===== src/design/dsb_isqrt.sv =====
// ----------------------------------------------------------------------------
// dsb_isqrt
// Pipelined integer square root, one root bit per stage, with a side tag.
// ----------------------------------------------------------------------------
module dsb_isqrt #(
  parameter int IN_W  = 42,
  parameter int TAG_W = 8
) (
  input  logic                clk_i,
  input  logic                rst_ni,
  input  logic                valid_i,
  input  logic [IN_W-1:0]     value_i,
  input  logic [TAG_W-1:0]    tag_i,
  output logic                valid_o,
  output logic [IN_W/2-1:0]   root_o,
  output logic [TAG_W-1:0]    tag_o
);

  localparam int RT_W = IN_W / 2;

  logic              vld_q  [RT_W+1];
  logic [RT_W+1:0]   rem_q  [RT_W+1];
  logic [RT_W-1:0]   root_q [RT_W+1];
  logic [IN_W-1:0]   val_q  [RT_W+1];
  logic [TAG_W-1:0]  tag_q  [RT_W+1];

  always_ff @(posedge clk_i or negedge rst_ni) begin
    if (!rst_ni) begin
      vld_q[0] <= 1'b0;
    end else begin
      vld_q[0] <= valid_i;
    end
  end

  always_ff @(posedge clk_i) begin
    rem_q[0]  <= '0;
    root_q[0] <= '0;
    val_q[0]  <= value_i;
    tag_q[0]  <= tag_i;
  end

  for (genvar s = 0; s < RT_W; s++) begin : g_stage
    logic [RT_W+1:0] rem_sh;
    logic [RT_W+1:0] trial;
    logic            take;

    assign rem_sh = {rem_q[s][RT_W-1:0], val_q[s][IN_W-1:IN_W-2]};
    assign trial  = {root_q[s], 2'b01};
    assign take   = (rem_sh >= trial);

    always_ff @(posedge clk_i or negedge rst_ni) begin
      if (!rst_ni) begin
        vld_q[s+1] <= 1'b0;
      end else begin
        vld_q[s+1] <= vld_q[s];
      end
    end

    always_ff @(posedge clk_i) begin
      rem_q[s+1]  <= take ? (rem_sh - trial) : rem_sh;
      root_q[s+1] <= {root_q[s][RT_W-2:0], take};
      val_q[s+1]  <= {val_q[s][IN_W-3:0], 2'b00};
      tag_q[s+1]  <= tag_q[s];
    end
  end

  assign valid_o = vld_q[RT_W];
  assign root_o  = root_q[RT_W];
  assign tag_o   = tag_q[RT_W];

endmodule


===== config.mk =====
export PLATFORM = sky130hd
export DESIGN_NAME = dsb_isqrt
export DESIGN_NICKNAME = d
export VERILOG_FILES = /design/src/design/dsb_isqrt.sv
export SDC_FILE = /design/constraint.sdc
export NUM_CORES = 2
export LEC_CHECK = 0
export ABC_AREA = 0
export BUFFER_PORTS_ARGS = -buffer_cell sky130_fd_sc_hd__buf_2
export CORE_MARGIN = 3
export CORE_UTILIZATION = 55
export CTS_CLUSTER_SIZE = 14
export DETAILED_ROUTE_END_ITERATION = 12
export HOLD_SLACK_MARGIN = 0.1
export PLACE_DENSITY = 0.71
export SLEW_MARGIN = 20
export SYNTH_ARGS = -nofsm -noshare
export SYNTH_HDL_FRONTEND = slang
export SYNTH_SLANG_ARGS = --single-unit

===== constraint.sdc =====
create_clock -name clk_i -period 3.65 [get_ports clk_i]
set_input_delay 0.1825 -clock clk_i [delete_from_list [all_inputs] [get_ports clk_i]]
set_output_delay 0.1825 -clock clk_i [all_outputs]
set_load 0.005 [all_outputs]

# [Word-level counts from Yosys, hierarchy flattened]
# Memories as Yosys holds them, arrays and structs flattened.
# Cells that the tools add are included.
[word_totals] mem_bits_rw=2068 mem_count=4 input_bits=53 reg_bits=22 word_cells=89 out_inout_bits=30
[classes] n_mux=21 addsub=21 n_lt_le_gt_ge=21
[mem_list] name="val_q" depth=22 word_bits=42 read_ports=21 rd_ports_with_merged_regs=0 write_ports=22 line_no="24" rtl="logic [IN_W-1:0] val_q [RT_W+1];"
[mem_list] name="rem_q" depth=22 word_bits=23 read_ports=21 rd_ports_with_merged_regs=0 write_ports=22 line_no="22" rtl="logic [RT_W+1:0] rem_q [RT_W+1];"
[mem_list] name="root_q" depth=22 word_bits=21 read_ports=22 rd_ports_with_merged_regs=0 write_ports=22 line_no="23" rtl="logic [RT_W-1:0] root_q [RT_W+1];"
[mem_list] name="tag_q" depth=22 word_bits=8 read_ports=22 rd_ports_with_merged_regs=0 write_ports=22 line_no="25" rtl="logic [TAG_W-1:0] tag_q [RT_W+1];"
[ops] op="$ge A23 B23 Y1" n=21
[ops] op="$mux W23" n=21
[ops] op="$sub A23 B23 Y23" n=21

# [Longest topological paths before layout]
# An unclocked memory read counts as a cell.
[depth] word_depth=3 depth_mapped=13 depth_no_buf=11

# [Worst setup path after synthesis]
# OpenSTA, ideal clock, no wires.
[synth_timing] path_type="reg-to-reg" from="memory root_q[2][42] (netlist name)" to="memory rem_q[9][31] (netlist name)" setup_time_ps=123 required_time_ps=3527 arrival_ps=2561 setup_slack_ps=966 path_stages_with_launch=11 path_buffers=1 cell_sequence="dfxtp_1 inv_1 ha_1 o21a_1 o22ai_1 o41ai_1 nand2_1 a2bb2oi_1 a31o_2 buf_2 mux2_1"
[synth_lines] item="start: declaration" line_no="23"
[synth_lines] item="end: declaration" line_no="22"

==> flow_summary.ini <==
[route]
post_drt_wl_per_cell_um = 14.3
vias = 27073
vias_per_cell = 5.09
drt_iter0_markers = 1443
postRouteAntennaNets = 0
drc = 0
dr.pass1.iters = 6
drt_wl_total_mm = 76.0

[floorplanning]
die_w_um = 286
coreArea_um2 = 76700
dieHeight_um = 286
top_level_ports = 83
fp-row-count = 101
die_area_um2 = 81600
start_util_pct = 56.1

[sta]
post-route-min-period_ns = 3.17
tightest_slew_ns = 0.938
relSlewSlack_pct = 37.2
finClkSkew_ns = 0.0476
timing.fmax_mhz = 315
timing.setup.tns_ns = 0
hold_ws_ns = 0.125
rsz0062_at_grt = no
finalCritPeriodShare_pct = 87.0
setup_violations = 0
hold_violations = 0
drv_slew = 0

[clock_network]
postCtsSetupBuffers = 0
clock_path_buffers = 3
ctsResizeCount = 0
cts_inserted_buffers = 120
cts_tree = done
cts_sinks = 1285
path_clk_slew_ns = 0.06
clock_latency_ns = 0.71
root_buffer = clkbuf_16
htreeDepth = 3

[worst_setup_path]
worst_path_most_repeated_cell = a21o_1
cp_data_required_time_ns = 4.22
crit_chain = inv_1 -> ha_1 -> a21o_1 -> a21o_1 -> a21oi_1 -> o21ai_0 -> a2111oi_0 -> o31ai_4 -> buf_4 -> mux2_1
worstSetupStartpointType = register
end_kind = register
crit_type = register to register
crit_slowest_cell = a2111oi_0
critPathMaxStageDelay_ns = 0.69
path_max_fanout = 23
worstRegToRegCells = 10
crit_arrival_ns = 3.74

[synth]
synth_enable_flop_cells = 0
synth_top_cell_by_area = dfxtp_1
synth_top_area_share_pct = 58.8
synth_cell_types = 83
yosysMostFrequentCell = dfxtp_1
synthFlopType = dfxtp_1
synthTopCellsByCount = 1,263 x dfxtp_1, 312 x inv_1, 253 x ha_1, 249 x nor2_1, 241 x a21oi_1
ys_ff_latch = 1285
yosys_warnings = 0
syn-num-nets = 4265
synth.avg_cell_area_um2 = 10.9
synthArstFlopShare_pct = 1.71
synthCells = 3959
synth_area_um2 = 43000
ys_seq_area_share_pct = 60.1
synthTopCellsByArea = dfxtp_1 59%, ha_1 7.4%, xnor2_1 3.5%, a21oi_1 2.8%, inv_1 2.7%

[global_routing]
overflow = 0
grt_pass1_wl_mm = 127
grt_usage_pct = 18.6
grt_max_degree = 30
antenna_found_initial = 1
grt_pass1_vias = 26729

[placement]
portBuffers = 82
hpwl_mm = 53.0
routabilityCongestion = 0.878

[power]
ir_worst_vdd_uv = 529
power_density_nw_per_um2 = 726
p_leak_nw = 23.1

[layout]
fin_util_pct = 64.6
fill_cells = 5863
area_growth_pct = 15.3
drive_gt1_share_pct = 8.04
fin_nets = 4503

[worst_hold_path]
whs_path_depth = 2
hp-class = primary input to register

[flow_run]
maxCapViolCount = 0

[outcome]
outcome = finished clean
[per-layer routing]
layer  global-route usage, %  part of all wire (%)  vias to the layer above
met2                    33.2                    49                      507
met4                    7.28                   3.7                        0
li1                        -                     -                    13925
met3                    3.13                   3.8                      191
met5                       0                     0                        -
met1                    22.5                    43                    12450
[logic make-up after synthesis]
group | after synthesis | share of synthesized area (%)
multiplexers | 54 | 1.40
XOR/XNOR | 290 | 5.90
flip-flops | 1285 | 60.1
other | 1 | 0.00872
AO/OA/AOI/OAI | 759 | 11.0
AND/OR/NAND/NOR | 921 | 10.7
buffers and inverters | 396 | 3.59
adder cells (fa/ha/maj) | 253 | 7.36
[cells in the final DEF (no fill, tap or decap), types with 16 or more instances in the layout]
master	netlist	layout
ha_1	253	253
buf_4	9	18
clkbuf_16	0	120
a211oi_1	22	22
nor4_1	43	43
and3_1	17	17
nand2b_1	57	57
mux2_2	18	18
o21ai_1	84	84
o21a_1	58	58
nand2_1	210	210
o21ai_0	101	101
buf_2	12	82
nand4_1	31	31
a31oi_1	25	25
inv_1	312	312
a21oi_1	241	241
nor3_1	80	79
clkinv_2	0	26
mux2_1	32	32
nand3_1	62	62
a21o_1	74	74
clkbuf_1	49	22
nor2_1	249	249
nor2b_1	38	38
o31ai_1	26	25
dfxtp_1	1263	1263
or4_1	16	16
xor2_1	120	120
clkbuf_8	0	17
dfrtp_1	22	22
or3_1	33	33
dlygate4sd3_1	0	93
xnor2_1	170	170
o211ai_1	19	19
[metrics by stage]
stage | power, mW | cells | instance area [um^2] | setup slack [ns]
finish | 36.0 | 5320 | 49600 | 0.476
global route | 37.9 | 5319 | 49600 | 0.341
CTS | 36.4 | 5319 | 49600 | 0.500
detailed placement | 23.6 | 5012 | 44500 | 0.520
global placement | 23.4 | 5012 | 44500 | 0.549
floorplan | 22.0 | 3959 | 43000 | 0.966
[report_power, final]
part           internal (mW)  switching, mW
combinational           2.76           3.13
clock                   7.41           5.20
sequential              16.1           1.36
total                   26.3           9.69
[registers in the layout (all words and copies together) (netlist names)]
register  flops
vld_q        21
valid_o       1
tag_q       176
root_q      231
val_q       462
rem_q       394
[final timing paths]
| path | to | from | slack [ns] |
|---|---|---|---|
| setup reg to reg | rem_q[10][5] | root_q[2][77] | 0.48 |
| max in group asynchronous | valid_o | rst_ni | 2.34 |
| hold reg to reg | val_q[0][192] | val_q[0][148] | 0.30 |
| hold / removal | val_q[0][5] | value_i[5] | 0.12 |
| setup / recovery | rem_q[10][5] | root_q[2][77] | 0.48 |
| min in group asynchronous | vld_q[14] | rst_ni | 0.72 |
[what timing repair did]
| action | 4_1_cts | 5_1_grt |
|---|---|---|
| setup endpoints to repair | 0 | 0 |
| endpoints found under the hold margin | 73 | 0 |
| hold buffers | 93 | 0 |
[cell type report]
type	count	area, um^2	share of cell area (%)
Inverter	319	1200	2.41
Clock buffer	159	3320	6.69
Tap cell	1030	1290	2.60
Multi-Input combinational cell	2278	15700	31.6
Clock inverter	55	812	1.64
Sequential cell	1285	25800	52.1
Antenna cell	1	2.50	0.00505
Timing Repair Buffer	193	1480	2.98
[critical path: cells and delay by family, from the launching register on]
kind,cells,cell delay (ns)
compound gates,6,1.70
fa+ha+maj,1,0.35
mux,1,0.34
flops,1,0.32
buf+inv,2,0.34
Power figures use the tool's default switching activity.
